[src/sv/plqt_pkg.sv]
`default_nettype none
package plqt_pkg;

    localparam int PEERS        = 12;
    localparam int COUNTER_BITS = 16;
    localparam int RTT_BITS     = 16;
    localparam int IDX_BITS     = (PEERS > 1) ? $clog2(PEERS) : 1;
    localparam int FAIL_BITS    = 8;
    localparam int GRADE_BITS   = 3;
    localparam int LOSS_BITS    = COUNTER_BITS + 14;
    localparam int ENTRY_BITS   = RTT_BITS + 2 * COUNTER_BITS + FAIL_BITS + GRADE_BITS + 1;
    localparam int CFG_REGS     = 8;

    typedef enum logic [2:0] {
        OP_QUERY   = 3'd0,
        OP_RESET   = 3'd1,
        OP_RST_ALL = 3'd2,
        OP_RTT     = 3'd3,
        OP_SENT    = 3'd4,
        OP_LOST    = 3'd5,
        OP_ATTEMPT = 3'd6,
        OP_ROUTE   = 3'd7
    } op_t;

    localparam logic [2:0] CFG_RTT_EXC  = 3'd0;
    localparam logic [2:0] CFG_RTT_GOOD = 3'd1;
    localparam logic [2:0] CFG_RTT_MOD  = 3'd2;
    localparam logic [2:0] CFG_RTT_POOR = 3'd3;
    localparam logic [2:0] CFG_LOSS_EXC = 3'd4;
    localparam logic [2:0] CFG_LOSS_GOOD = 3'd5;
    localparam logic [2:0] CFG_LOSS_MOD = 3'd6;
    localparam logic [2:0] CFG_LOSS_POOR = 3'd7;

    localparam logic [GRADE_BITS-1:0] GRADE_GOOD = 3'd1;

    typedef struct packed {
        logic [RTT_BITS-1:0]     rtt_avg;
        logic [COUNTER_BITS-1:0] sent;
        logic [COUNTER_BITS-1:0] lost;
        logic [FAIL_BITS-1:0]    fails;
        logic [GRADE_BITS-1:0]   grade;
        logic                    route;
    } entry_t;

    typedef struct packed {
        logic                    start;
        logic [COUNTER_BITS-1:0] lost;
        logic [COUNTER_BITS-1:0] sent;
    } div_req_t;

    typedef struct packed {
        logic                 done;
        logic [LOSS_BITS-1:0] loss;
    } div_rsp_t;

endpackage
`default_nettype wire

[src/sv/plqt_if.sv]
`default_nettype none
interface plqt_in_if;
    logic       valid;
    logic       ready;
    logic [2:0] operation;
    logic [3:0] peer_index;
    logic [15:0] rtt_ms;
    logic       flag_bit;
    modport source (output valid, operation, peer_index, rtt_ms, flag_bit, input ready);
    modport sink   (input valid, operation, peer_index, rtt_ms, flag_bit, output ready);
endinterface

interface plqt_out_if;
    logic        valid;
    logic        ready;
    logic [2:0]  quality_grade;
    logic [13:0] timeout_ms;
    logic [10:0] retry_frames;
    logic        host_routing;
    logic        index_valid;
    modport source (output valid, quality_grade, timeout_ms, retry_frames, host_routing,
                    index_valid, input ready);
    modport sink   (input valid, quality_grade, timeout_ms, retry_frames, host_routing,
                    index_valid, output ready);
endinterface

interface plqt_cfg_if;
    logic        valid;
    logic        ready;
    logic [2:0]  index;
    logic [15:0] data;
    modport source (output valid, index, data, input ready);
    modport sink   (input valid, index, data, output ready);
endinterface
`default_nettype wire

[src/sv/plqt_ram.sv]
`default_nettype none
module plqt_ram #(
    parameter int WIDTH = 8,
    parameter int DEPTH = 16
) (
    input  wire logic                     clk,
    input  wire logic                     wr_en,
    input  wire logic [$clog2(DEPTH)-1:0] wr_addr,
    input  wire logic [WIDTH-1:0]         wr_data,
    input  wire logic [$clog2(DEPTH)-1:0] rd_addr,
    output logic      [WIDTH-1:0]         rd_data
);
    logic [WIDTH-1:0] mem [DEPTH];

    always_ff @(posedge clk)
    begin
        if (wr_en)
        begin
            mem[wr_addr] <= wr_data;
        end
        rd_data <= mem[rd_addr];
    end
endmodule
`default_nettype wire

[src/sv/plqt_div.sv]
`default_nettype none
// Restoring divider, one quotient bit per cycle: loss = lost*10000/sent.
module plqt_div (
    input  wire logic                clk,
    input  wire logic                rst_n,
    input  wire plqt_pkg::div_req_t  req,
    output plqt_pkg::div_rsp_t       rsp
);
    localparam int LB = plqt_pkg::LOSS_BITS;
    localparam int CB = plqt_pkg::COUNTER_BITS;
    localparam int CNT_BITS = $clog2(LB + 1);

    logic [LB-1:0]       quo_reg, quo_next;
    logic [CB:0]         rem_reg, rem_next;
    logic [CB-1:0]       dvs_reg, dvs_next;
    logic [CNT_BITS-1:0] cnt_reg, cnt_next;
    logic                busy_reg, busy_next;
    logic                done_reg, done_next;
    logic [CB:0]         trial;
    logic [LB-1:0]       dividend;

    assign dividend = LB'(req.lost) * LB'(10000);

    always_comb
    begin
        quo_next  = quo_reg;
        rem_next  = rem_reg;
        dvs_next  = dvs_reg;
        cnt_next  = cnt_reg;
        busy_next = busy_reg;
        done_next = 1'b0;
        trial     = {rem_reg[CB-1:0], quo_reg[LB-1]};
        if (req.start)
        begin
            quo_next  = dividend;
            rem_next  = '0;
            dvs_next  = req.sent;
            cnt_next  = CNT_BITS'(LB);
            busy_next = 1'b1;
        end
        else if (busy_reg)
        begin
            quo_next = {quo_reg[LB-2:0], 1'b0};
            if (trial >= {1'b0, dvs_reg})
            begin
                rem_next    = trial - {1'b0, dvs_reg};
                quo_next[0] = 1'b1;
            end
            else
            begin
                rem_next = trial;
            end
            cnt_next = cnt_reg - 1'b1;
            if (cnt_reg == CNT_BITS'(1))
            begin
                busy_next = 1'b0;
                done_next = 1'b1;
            end
        end
    end

    always_ff @(posedge clk or negedge rst_n)
    begin
        if (!rst_n)
        begin
            busy_reg <= 1'b0;
            done_reg <= 1'b0;
            cnt_reg  <= '0;
        end
        else
        begin
            busy_reg <= busy_next;
            done_reg <= done_next;
            cnt_reg  <= cnt_next;
        end
    end

    always_ff @(posedge clk)
    begin
        quo_reg <= quo_next;
        rem_reg <= rem_next;
        dvs_reg <= dvs_next;
    end

    assign rsp.done = done_reg;
    assign rsp.loss = (dvs_reg == '0) ? '0 : quo_reg;
endmodule
`default_nettype wire

[src/sv/peer_link_quality_tracker_unit.sv]
`default_nettype none
// Channel | Dir | Payload
// in      | in  | operation, peer_index, rtt_ms, flag_bit
// out     | out | quality_grade, timeout_ms, retry_frames, host_routing, index_valid
// cfg     | in  | index, data
// Query/sent/attempt/route/reset entry: an item passes the read, modify and output
// states. An RTT sample or lost packet adds the loss division and grade states. Reset
// all and rst_n sweep the table, one entry a cycle, and take no item meanwhile. One
// item at a time; in is ready again once the result beat has been placed in the
// output register.
module peer_link_quality_tracker_unit (
    input  wire logic    clk,
    input  wire logic    rst_n,
    plqt_in_if.sink      in,
    plqt_out_if.source   out,
    plqt_cfg_if.sink     cfg
);
    localparam int IB = plqt_pkg::IDX_BITS;

    typedef enum logic [6:0] {
        ST_CLEAR = 7'b0000001,
        ST_IDLE  = 7'b0000010,
        ST_READ  = 7'b0000100,
        ST_MOD   = 7'b0001000,
        ST_DIV   = 7'b0010000,
        ST_GRADE = 7'b0100000,
        ST_OUT   = 7'b1000000
    } state_t;

    state_t state_reg, state_next;
    logic [IB-1:0] clr_reg, clr_next;
    logic [15:0] cfg_reg [plqt_pkg::CFG_REGS];

    logic [2:0]  op_reg;
    logic [3:0]  pidx_reg;
    logic [15:0] rtt_reg;
    logic        flag_reg;
    plqt_pkg::entry_t ent_reg, ent_next;
    logic        ovalid_reg;
    logic [2:0]  og_reg;
    logic [13:0] oto_reg;
    logic [10:0] ort_reg;
    logic        orr_reg, oiv_reg;

    logic        idx_ok;
    logic        wr_en;
    logic [IB-1:0] wr_addr, rd_addr;
    plqt_pkg::entry_t wr_data, rd_data, clear_val;
    plqt_pkg::div_req_t dreq;
    plqt_pkg::div_rsp_t drsp;

    assign idx_ok = 32'(pidx_reg) < plqt_pkg::PEERS;
    assign clear_val = '{rtt_avg: '0, sent: '0, lost: '0, fails: '0,
                         grade: plqt_pkg::GRADE_GOOD, route: 1'b0};

    plqt_ram #(.WIDTH(plqt_pkg::ENTRY_BITS), .DEPTH(plqt_pkg::PEERS)) u_ram (
        .clk(clk), .wr_en(wr_en), .wr_addr(wr_addr), .wr_data(wr_data),
        .rd_addr(rd_addr), .rd_data(rd_data)
    );

    plqt_div u_div (.clk(clk), .rst_n(rst_n), .req(dreq), .rsp(drsp));

    assign in.ready  = (state_reg == ST_IDLE);
    assign cfg.ready = 1'b1;
    assign rd_addr   = pidx_reg[IB-1:0];

    function automatic logic [2:0] level(input logic [31:0] v, input logic [31:0] a,
                                         input logic [31:0] b, input logic [31:0] c,
                                         input logic [31:0] d);
        logic [2:0] r;
        begin
            if (v < a) r = 3'd0;
            else if (v < b) r = 3'd1;
            else if (v < c) r = 3'd2;
            else if (v < d) r = 3'd3;
            else r = 3'd4;
            return r;
        end
    endfunction

    logic [2:0]  gr, gl, gsel;
    logic [14:0] tsum;
    logic [13:0] tbase;
    logic [10:0] rbase;
    logic [13:0] rsh;
    logic [1:0]  sh;

    always_comb
    begin
        gr = level(32'(ent_reg.rtt_avg), 32'(cfg_reg[plqt_pkg::CFG_RTT_EXC]),
                   32'(cfg_reg[plqt_pkg::CFG_RTT_GOOD]), 32'(cfg_reg[plqt_pkg::CFG_RTT_MOD]),
                   32'(cfg_reg[plqt_pkg::CFG_RTT_POOR]));
        gl = level(32'(drsp.loss), 32'(cfg_reg[plqt_pkg::CFG_LOSS_EXC][13:0]),
                   32'(cfg_reg[plqt_pkg::CFG_LOSS_GOOD][13:0]),
                   32'(cfg_reg[plqt_pkg::CFG_LOSS_MOD][13:0]),
                   32'(cfg_reg[plqt_pkg::CFG_LOSS_POOR][13:0]));
        gsel = (gr > gl) ? gr : gl;
        case (ent_reg.grade)
            3'd1: begin tbase = 14'd2500; rbase = 11'd180; end
            3'd2: begin tbase = 14'd3000; rbase = 11'd240; end
            3'd3: begin tbase = 14'd4000; rbase = 11'd300; end
            3'd4: begin tbase = 14'd6000; rbase = 11'd420; end
            default: begin tbase = 14'd2000; rbase = 11'd180; end
        endcase
        if (ent_reg.rtt_avg > 16'd4000)
            tsum = 15'd10000;
        else
            tsum = 15'(tbase) + {ent_reg.rtt_avg[13:0], 1'b0};
        sh = (ent_reg.fails > 8'd3) ? 2'd3 : ent_reg.fails[1:0];
        rsh = 14'(rbase) << sh;
    end

    always_comb
    begin
        state_next = state_reg;
        clr_next   = clr_reg;
        ent_next   = ent_reg;
        wr_en      = 1'b0;
        wr_addr    = pidx_reg[IB-1:0];
        wr_data    = ent_reg;
        dreq       = '{start: 1'b0, lost: ent_reg.lost, sent: ent_reg.sent};
        unique case (state_reg)
            ST_CLEAR:
            begin
                wr_en   = 1'b1;
                wr_addr = clr_reg;
                wr_data = clear_val;
                clr_next = clr_reg + 1'b1;
                if (32'(clr_reg) == plqt_pkg::PEERS - 1)
                begin
                    clr_next = '0;
                    state_next = (op_reg == plqt_pkg::OP_RST_ALL) ? ST_READ : ST_IDLE;
                end
            end
            ST_IDLE:
            begin
                if (in.valid)
                    state_next = (in.operation == plqt_pkg::OP_RST_ALL) ? ST_CLEAR : ST_READ;
            end
            ST_READ:
                state_next = ST_MOD;
            ST_MOD:
            begin
                ent_next = rd_data;
                state_next = ST_OUT;
                if (idx_ok)
                begin
                    case (op_reg)
                        plqt_pkg::OP_RESET: ent_next = clear_val;
                        plqt_pkg::OP_RTT:
                        begin
                            ent_next.rtt_avg = (rd_data.rtt_avg == '0) ? rtt_reg
                                             : 16'((18'(rd_data.rtt_avg) * 18'd3
                                                   + 18'(rtt_reg)) >> 2);
                            state_next = ST_DIV;
                        end
                        plqt_pkg::OP_SENT:
                            if (rd_data.sent != '1) ent_next.sent = rd_data.sent + 1'b1;
                        plqt_pkg::OP_LOST:
                        begin
                            if (rd_data.lost != '1) ent_next.lost = rd_data.lost + 1'b1;
                            state_next = ST_DIV;
                        end
                        plqt_pkg::OP_ATTEMPT:
                            if (flag_reg)
                            begin
                                ent_next.fails = '0;
                                ent_next.route = 1'b0;
                            end
                            else
                            begin
                                if (rd_data.fails != 8'd255)
                                    ent_next.fails = rd_data.fails + 1'b1;
                                if (rd_data.fails >= 8'd2) ent_next.route = 1'b1;
                            end
                        plqt_pkg::OP_ROUTE: ent_next.route = flag_reg;
                        default: ;
                    endcase
                end
            end
            ST_DIV:
            begin
                dreq.start = 1'b1;
                state_next = ST_GRADE;
            end
            ST_GRADE:
            begin
                if (drsp.done)
                begin
                    ent_next.grade = gsel;
                    state_next = ST_OUT;
                end
            end
            ST_OUT:
            begin
                wr_en = idx_ok;
                if (!ovalid_reg || out.ready)
                    state_next = ST_IDLE;
            end
            default: state_next = ST_IDLE;
        endcase
    end

    always_ff @(posedge clk or negedge rst_n)
    begin
        if (!rst_n)
        begin
            state_reg  <= ST_CLEAR;
            clr_reg    <= '0;
            ovalid_reg <= 1'b0;
            op_reg     <= plqt_pkg::OP_QUERY;
            cfg_reg[plqt_pkg::CFG_RTT_EXC]   <= 16'd50;
            cfg_reg[plqt_pkg::CFG_RTT_GOOD]  <= 16'd100;
            cfg_reg[plqt_pkg::CFG_RTT_MOD]   <= 16'd200;
            cfg_reg[plqt_pkg::CFG_RTT_POOR]  <= 16'd400;
            cfg_reg[plqt_pkg::CFG_LOSS_EXC]  <= 16'd200;
            cfg_reg[plqt_pkg::CFG_LOSS_GOOD] <= 16'd500;
            cfg_reg[plqt_pkg::CFG_LOSS_MOD]  <= 16'd1000;
            cfg_reg[plqt_pkg::CFG_LOSS_POOR] <= 16'd2000;
        end
        else
        begin
            state_reg <= state_next;
            clr_reg   <= clr_next;
            if (in.valid && in.ready)
                op_reg <= in.operation;
            if (cfg.valid)
                cfg_reg[cfg.index] <= (cfg.index >= plqt_pkg::CFG_LOSS_EXC)
                                      ? {2'b00, cfg.data[13:0]} : cfg.data;
            if (state_reg == ST_OUT && (!ovalid_reg || out.ready))
                ovalid_reg <= 1'b1;
            else if (out.ready)
                ovalid_reg <= 1'b0;
        end
    end

    always_ff @(posedge clk)
    begin
        ent_reg <= ent_next;
        if (in.valid && in.ready)
        begin
            pidx_reg <= in.peer_index;
            rtt_reg  <= in.rtt_ms;
            flag_reg <= in.flag_bit;
        end
        if (state_reg == ST_OUT && (!ovalid_reg || out.ready))
        begin
            oiv_reg <= idx_ok;
            if (idx_ok)
            begin
                og_reg  <= ent_reg.grade;
                oto_reg <= (tsum > 15'd10000) ? 14'd10000 : tsum[13:0];
                ort_reg <= (rsh > 14'd1800) ? 11'd1800 : rsh[10:0];
                orr_reg <= ent_reg.route;
            end
            else
            begin
                og_reg  <= 3'd2;
                oto_reg <= 14'd2000;
                ort_reg <= 11'd300;
                orr_reg <= 1'b0;
            end
        end
    end

    assign out.valid         = ovalid_reg;
    assign out.quality_grade = og_reg;
    assign out.timeout_ms    = oto_reg;
    assign out.retry_frames  = ort_reg;
    assign out.host_routing  = orr_reg;
    assign out.index_valid   = oiv_reg;

`ifndef SYNTH
    a_ready_idle: assert property (@(posedge clk) disable iff (!rst_n)
        in.ready |-> state_reg == ST_IDLE) else $error("ready outside idle");
    a_div_after_start: assert property (@(posedge clk) disable iff (!rst_n)
        dreq.start |=> state_reg == ST_GRADE) else $error("division lost");
    a_clear_no_out: assert property (@(posedge clk) disable iff (!rst_n)
        state_reg == ST_CLEAR |-> !in.ready) else $error("accept during clear");
    a_out_hold: assert property (@(posedge clk) disable iff (!rst_n)
        out.valid && !out.ready |=> out.valid && $stable(out.timeout_ms))
        else $error("result beat dropped");
`endif
endmodule
`default_nettype wire

[src/flat_wrapper.sv]
// flat-port wrapper written by rule: the top's interface ports become plain ports
module peer_link_quality_tracker_unit_flat 
  (clk, rst_n, in_valid, in_operation, in_peer_index, in_rtt_ms, in_flag_bit, in_ready, out_valid, out_quality_grade, out_timeout_ms, out_retry_frames, out_host_routing, out_index_valid, out_ready, cfg_valid, cfg_index, cfg_data, cfg_ready);
  plqt_in_if in_i ();
  plqt_out_if out_i ();
  plqt_cfg_if cfg_i ();
  input  wire logic clk;
  input  wire logic rst_n;
  input wire logic [$bits(in_i.valid)-1:0] in_valid;
  input wire logic [$bits(in_i.operation)-1:0] in_operation;
  input wire logic [$bits(in_i.peer_index)-1:0] in_peer_index;
  input wire logic [$bits(in_i.rtt_ms)-1:0] in_rtt_ms;
  input wire logic [$bits(in_i.flag_bit)-1:0] in_flag_bit;
  output wire logic [$bits(in_i.ready)-1:0] in_ready;
  output wire logic [$bits(out_i.valid)-1:0] out_valid;
  output wire logic [$bits(out_i.quality_grade)-1:0] out_quality_grade;
  output wire logic [$bits(out_i.timeout_ms)-1:0] out_timeout_ms;
  output wire logic [$bits(out_i.retry_frames)-1:0] out_retry_frames;
  output wire logic [$bits(out_i.host_routing)-1:0] out_host_routing;
  output wire logic [$bits(out_i.index_valid)-1:0] out_index_valid;
  input wire logic [$bits(out_i.ready)-1:0] out_ready;
  input wire logic [$bits(cfg_i.valid)-1:0] cfg_valid;
  input wire logic [$bits(cfg_i.index)-1:0] cfg_index;
  input wire logic [$bits(cfg_i.data)-1:0] cfg_data;
  output wire logic [$bits(cfg_i.ready)-1:0] cfg_ready;
  assign in_i.valid = in_valid;
  assign in_i.operation = in_operation;
  assign in_i.peer_index = in_peer_index;
  assign in_i.rtt_ms = in_rtt_ms;
  assign in_i.flag_bit = in_flag_bit;
  assign in_ready = in_i.ready;
  assign out_valid = out_i.valid;
  assign out_quality_grade = out_i.quality_grade;
  assign out_timeout_ms = out_i.timeout_ms;
  assign out_retry_frames = out_i.retry_frames;
  assign out_host_routing = out_i.host_routing;
  assign out_index_valid = out_i.index_valid;
  assign out_i.ready = out_ready;
  assign cfg_i.valid = cfg_valid;
  assign cfg_i.index = cfg_index;
  assign cfg_i.data = cfg_data;
  assign cfg_ready = cfg_i.ready;
  peer_link_quality_tracker_unit u_core (.clk(clk), .rst_n(rst_n), .in(in_i), .out(out_i), .cfg(cfg_i));
endmodule
[config.mk]
export PLATFORM = sky130hd
export DESIGN_NAME = peer_link_quality_tracker_unit_flat
export DESIGN_NICKNAME = d
export VERILOG_FILES = /design/src/sv/plqt_pkg.sv /design/src/sv/plqt_if.sv /design/src/sv/plqt_ram.sv /design/src/sv/plqt_div.sv /design/src/sv/peer_link_quality_tracker_unit.sv /design/src/flat_wrapper.sv
export SDC_FILE = /design/constraint.sdc
export NUM_CORES = 2
export LEC_CHECK = 0
export BUFFER_PORTS_ARGS = -buffer_cell sky130_fd_sc_hd__buf_4
export CAP_MARGIN = 20
export CORE_MARGIN = 2
export CORE_UTILIZATION = 45
export CTS_CLUSTER_SIZE = 20
export DETAILED_ROUTE_END_ITERATION = 8
export GPL_TIMING_DRIVEN = 0
export PLACE_DENSITY = 0.73
export SYNTH_ARGS = -nofsm -noshare
export SYNTH_HDL_FRONTEND = slang
export SYNTH_SLANG_ARGS = --single-unit
export TNS_END_PERCENT = 5
[constraint.sdc]
create_clock -name clk -period 5.01 [get_ports clk]
set_input_delay 0.501 -clock clk [delete_from_list [all_inputs] [get_ports clk]]
set_output_delay 0.501 -clock clk [all_outputs]
set_load 0.005 [all_outputs]
---- After elaboration in Yosys (flattened, before gate mapping) ----
Memories as Yosys holds them, arrays and structs flattened. A register that Yosys moved wholly into a read port is not among the register bits.
Cells that the tools add are included.
W data, S select, Z words.
word-level totals
  flip-flop bits (word level) ............. 323
  RAM bits ................................ 720
  input port bits ......................... 48
  output and inout port bits .............. 33
  logic and storage cells ................. 177
  memories kept ........................... 1
memories
  name              depth  width  rd ports  clocked after memory_dff  write ports  RTL line        text
  u_core.u_ram.mem  12     60     1         1                         1            plqt_ram.sv:13  logic [WIDTH-1:0] mem [DEPTH];
operators by class
  add/subtract/negate cells ............... 8
  $mul .................................... 2
  magnitude comparators ................... 19
  equal/unequal tests ..................... 28
  shift-type cells ........................ 1
  multiplexer cells ....................... 66
  bitwise logic cells ..................... 2
  reduce and logical (&&, ||, !) cells .... 15
operators with widths
  operator                  number
  $bwmux W128               1
  $lt A30 B14 Y1            4
  $mux W60                  2
  $mux W16                  6
  $pmux W16 S2              3
  $mux W30                  3
  $lt A16 B16 Y1            4
  $pmux W13 S4              1
  $pmux W7 S7               1
  $demux W16 S3             1
  $mux W7                   6
  $mux W3                   13
  $add A16 B1 Y16 const B   2
  $logic_not A16 Y1         2
  $ne A16 B16 Y1 const B    2
  $pmux W9 S3               1
  $mul A16 B10 Y26 const B  1
  $add A18 B16 Y18          1
  $mul A16 B2 Y18 const B   1
  $ge A17 B16 Y1            1
  $gt A16 B12 Y1 const B    1
  $mux W8                   2
  $pmux W8 S2               1
  $sub A16 B16 Y16          1
  other kinds (48)          80

---- Longest topological paths before layout ----
  depth in word-level cells ............... 11
  depth in mapped cells ................... 24
  gate-level depth less buffers ........... 21

---- Cells and area by module ----
From an unflattened synthesis, not the netlist that was laid out.
second synthesis, totals
  cells, all modules ...................... 3559
  area total of the unflattened synthesis .. 50551.0 µm²
modules (own cells, without submodules)
  module                          times used  cells each  area an instance (µm²)  sequential area each (µm²)
  plqt_ram                        1           1228        28214.6                 22821.9
  peer_link_quality_tracker_unit  1           1602        15682.5                 6663.9
  plqt_div                        1           729         6653.9                  1836.8

---- Worst setup path after synthesis ----
No wires, ideal clock.
  path kind ............................... register to register
  from .................................... reg u_core.ent_reg, in the netlist u_core.dreq[20]
  to ...................................... reg u_core.u_div.quo_reg[29], data pin
  library setup time ...................... 0.266 ns
  arrival ................................. 4.987 ns
  data required time ...................... 4.744 ns
  slack ................................... -0.243 ns
  cell stages (with the launch flop) ...... 20
  path buffers ............................ 0
  period minus slack after synthesis ...... 5.253 ns
  path through ............................ edfxtp_1 fa_1 ha_1 inv_1 fa_1 inv_1 ha_1 inv_1 fa_1 inv_1 ha_1 or3_1 a211oi_1 a2111oi_0 o41ai_1 a21oi_1 a2111oi_2 o2bb2ai_1 xor2_1 o21ai_1
between the ends
  cells in the longest elaborated chain, start to end .. 2
ends and longest elaborated chain
  what                           RTL line                               text
  start, declared                peer_link_quality_tracker_unit.sv:38   plqt_pkg::entry_t ent_reg, ent_next;
  start signal, assigned         peer_link_quality_tracker_unit.sv:239  ent_reg <= ent_next;
  $mul A16 B10 Y26               plqt_div.sv:22                         assign dividend = LB'(req.lost) * LB'(10000);
  $mux W30                       plqt_div.sv:33                         if (req.start)
  net u_core.u_div.quo_next[29]  plqt_div.sv:13                         logic [LB-1:0] quo_reg, quo_next;
  end signal, assigned           plqt_div.sv:80                         quo_reg <= quo_next;
  end, declared                  plqt_div.sv:13
The timed path passes the listed nets, and every way through them passes these cells.
A chain may end at the register's enable or synchronous reset.

==> results.md <==
| Metric | This run | Unit |
| --- | --- | --- |
| Violated checks | negative setup slack | - |
| Biggest area consumer among synthesized cells | edfxtp_1 | - |
| Post-route worst hold slack | 0.0693 | ns |
| Final design utilization | 0.521 | - |
| Initial antenna violation count | 1 | - |
| Routed wire per std cell | 22.6 | µm |
| Total Routed Length | 120000 | µm |
| Number of H-tree branching levels | 3 | - |
| Final weighted congestion in routability-driven placement | 0.851 | - |
| Slew at the pin closest to its max-slew limit | 1.13 | ns |
| Cell area after placement | 53400 | µm² |
| Die H | 338 | µm |
| Portion of the post-synthesis area used by sequential elements | 0.625 | - |
| Drt drc | 0 | - |
| Critical path fanouts, max | 10 | - |
| Cell count after synthesis | 3469 | - |
| Sink Count | 1092 | - |
| Largest voltage drop on the vdd net | 0.319 | mV |
| Count of inserted antenna diode cells | 0 | - |
| Total core area | 111000 | µm² |
| Nature of the critical path endpoint | flop | - |
| Status | finished, violations left | - |
| PwrDens | 473 | nW/µm² |
| Post-route standard cell area excluding fillers | 57600 | µm² |
| Synthesized area per cell | 14.4 | µm² |
| # nets final | 4071 | - |
| Shortest period the worst path allows | 5.38 | ns |
| Max Clock Freq | 186 | MHz |
| Max-capacitance violation count | 0 | - |
| Flip-flop count of the largest register, all copies and words added | 720 | - |
| Initial DRC Count | 3001 | - |
| Fraction of layout cells with a size suffix above 1 | 0.180 | - |
| Biggest area contributors in the synthesized netlist | edfxtp_1 52%, mux4_2 8.1%, ha_1 5.6% | - |
| Type of origin of the critical path | flop | - |
| Total global routing track utilization | 0.211 | - |
| Synthesis warning total | 0 | - |
| Clock tree from TritonCTS | built | - |
| Starting utilization of the core area | 0.454 | - |
| Placement-stage worst setup slack | -0.648 | ns |
| Final Worst Setup Slack | -0.374 | ns |
| Maximum number of pins on one net before global-route repair | 87 | - |
| Vias | 30298 | - |
| Count of nets left with antenna violations after detail routing | 0 | - |
| Standard-cell rows | 122 | - |
| Filler Cell Count | 8937 | - |
| Final hold violation count | 0 | - |
| Most numerous cell types in the synthesized netlist | 870 x edfxtp_1, 282 x inv_1, 239 x o21ai_0 | - |
| Area Overhead vs Synth | 15.0 | % |
| Static leakage power | 21.2 | nW |
| Number of synthesized flops with an enable pin | 870 | - |
| Path type of the worst setup path | flop to flop | - |
| CTS max path bufs | 3 | - |
| Buffers on Ports | 75 | - |
| Total CTS buffers | 107 | - |
| CP Data Required Time | 5.44 | ns |
| Clk_skew | 0.0195 | ns |
| Distinct cell type count after synthesis | 94 | - |
| Max-slew headroom | 0.246 | - |
| Seq. cell area | 31300 | µm² |
| Drt via density | 5.69 | - |
| Worst path arrival time | 5.81 | ns |
| Skew-Pair Late Insertion Delay | 0.70 | ns |
| Die area | 114000 | µm² |
| Async set-or-reset flop fraction in the synthesized netlist | 0.130 | - |
| Top-area cell type share of the netlist area | 0.521 | - |
| Most frequent cell after synthesis | edfxtp_1 | - |
| Share of the clock period used by the worst path | 1.07 | - |
| Unrepaired setup endpoints after global routing | true | - |
| Placed wire-length estimate after detailed placement | 80600 | µm |
| Count of endpoints failing setup in the final report | 7 | - |
| Total overflow reported by the global router | 0 | - |
| Clock transition at the registers of the reported paths | 0.06 | ns |
| FF+latch count, synth | 1092 | - |
| Wire length of the first global-routing pass | 181000 | µm |
| Die width | 338 | µm |
| Number of optimization iterations in the first detailed-route pass | 6 | - |
| Via count of the first global-routing pass | 29643 | - |
| Netlist area before placement | 50100 | µm² |
| Most common flop cell mapped by yosys | edfxtp_1 | - |
| Number of I/O pins | 81 | - |
| Area of combinational cells with multiple inputs | 17400 | µm² |
| Master cell of the clock root buffer | clkbuf_16 | - |
| Slew Viols, Final | 0 | - |
| Classification of the worst-slack hold path | primary input to flop | - |
-- report_power, final --
part | internal, mW | switching, mW | total, mW
Clock | 4.62 | 3.54 | 8.16
Sequential | 10.8 | 0.601 | 11.4
Combinational | 3.26 | 4.42 | 7.68
Total | 18.7 | 8.56 | 27.2
-- area by class of cell --
| type | instances | area share |
|---|---|---|
| inverter | 283 | 0.0184 |
| buffer | 130 | 0.00921 |
| timing repair buffer | 168 | 0.0312 |
| sequential | 1092 | 0.544 |
| tap | 1488 | 0.0323 |
| clock buffer | 129 | 0.0497 |
| clock inverter | 75 | 0.0127 |
| multi-input combinational | 1963 | 0.303 |
-- what timing repair did --
| action | in CTS | in global routing |
|---|---|---|
| pin swaps | 17 | 11 |
| hold endpoints to repair | 67 | 0 |
| setup endpoints to repair | 10 | 9 |
| buffers inserted | 21 | 13 |
| gates resized for setup | 18 | 8 |
| hold buffers | 22 | 0 |
-- final timing paths --
path / start / end / slack [ns] / cells after the start
setup / recovery: u_core.u_div.dvs_reg[8] / u_core.ent_reg[1] / -0.37 / 22
hold reg to reg: u_core.dreq[6] / u_core.u_div.dvs_reg[6] / 0.45 / 0
setup reg to reg: u_core.u_div.dvs_reg[8] / u_core.ent_reg[1] / -0.37 / 22
min in group asynchronous: rst_n / u_core.cfg_reg[64] / 0.34 / 2
max in group asynchronous: rst_n / u_core.cfg_reg[51] / 3.81 / 3
hold / removal: cfg_data[15] / u_core.cfg_reg[95] / 0.07 / 3
-- layout by cell type, fill, tap and decap left out, types with 108 or more instances in the layout --
master	n
mux4_2	180
buf_4	113
edfxtp_1	870
nand2_1	235
dfrtp_1	108
ha_1	220
o21ai_0	235
clkbuf_16	108
nor2_1	121
inv_1	276
-- cells by family (layout without fill, tap and decap cells) --
group | after synthesis | count (layout) | share of synthesized area
buffers and inverters | 416 | 785 | 0.0321
muxes | 336 | 336 | 0.114
other | 2 | 4 | 0.000150
xor gates and xnor gates | 52 | 52 | 0.00909
AOI/OAI and AO/OA | 549 | 549 | 0.0683
adders and majority gates | 281 | 281 | 0.0779
and+or+nand+nor | 741 | 741 | 0.0737
DFF | 1092 | 1092 | 0.625
-- critical path, stage by stage, from the launching register on --
cell	delay, ns
edfxtp_1	0.43
or4_4	0.56
buf_6	0.16
or4_4	0.58
buf_6	0.16
and2_4	0.18
ha_4	0.26
nor2b_4	0.12
o21ai_1	0.07
a21oi_1	0.15
o21ai_0	0.08
or3_1	0.40
a221o_1	0.42
a31oi_4	0.22
nand2_2	0.10
ha_4	0.22
nor2b_1	0.12
o21a_1	0.17
o21ai_2	0.22
nand2_2	0.12
nor2_1	0.15
o21ai_1	0.06
nor3b_2	0.16
-- per-layer routing --
metal,routed length (µm),track usage,share of wire,up-vias
met2,58500,0.353,0.49,1226
met1,49700,0.286,0.41,15255
li1,-,-,-,13601
met4,3320,0.0661,0.028,0
met5,0,0,0,-
met3,8730,0.0288,0.073,216
-- stage by stage --
| stage | instances | power, mW | TNS [ns] |
|---|---|---|---|
| global placement | 5034 | 18.7 | -2260.66 |
| detailed placement | 5066 | 18.9 | -3.04 |
| floorplan | 3471 | 16.9 | -0.0108 |
| global route | 5328 | 28.6 | -3.46 |
| finish | 5328 | 27.2 | -1.40 |
| CTS | 5313 | 27.2 | -1.34 |
No activity file was read; power rests on OpenSTA's default activity.
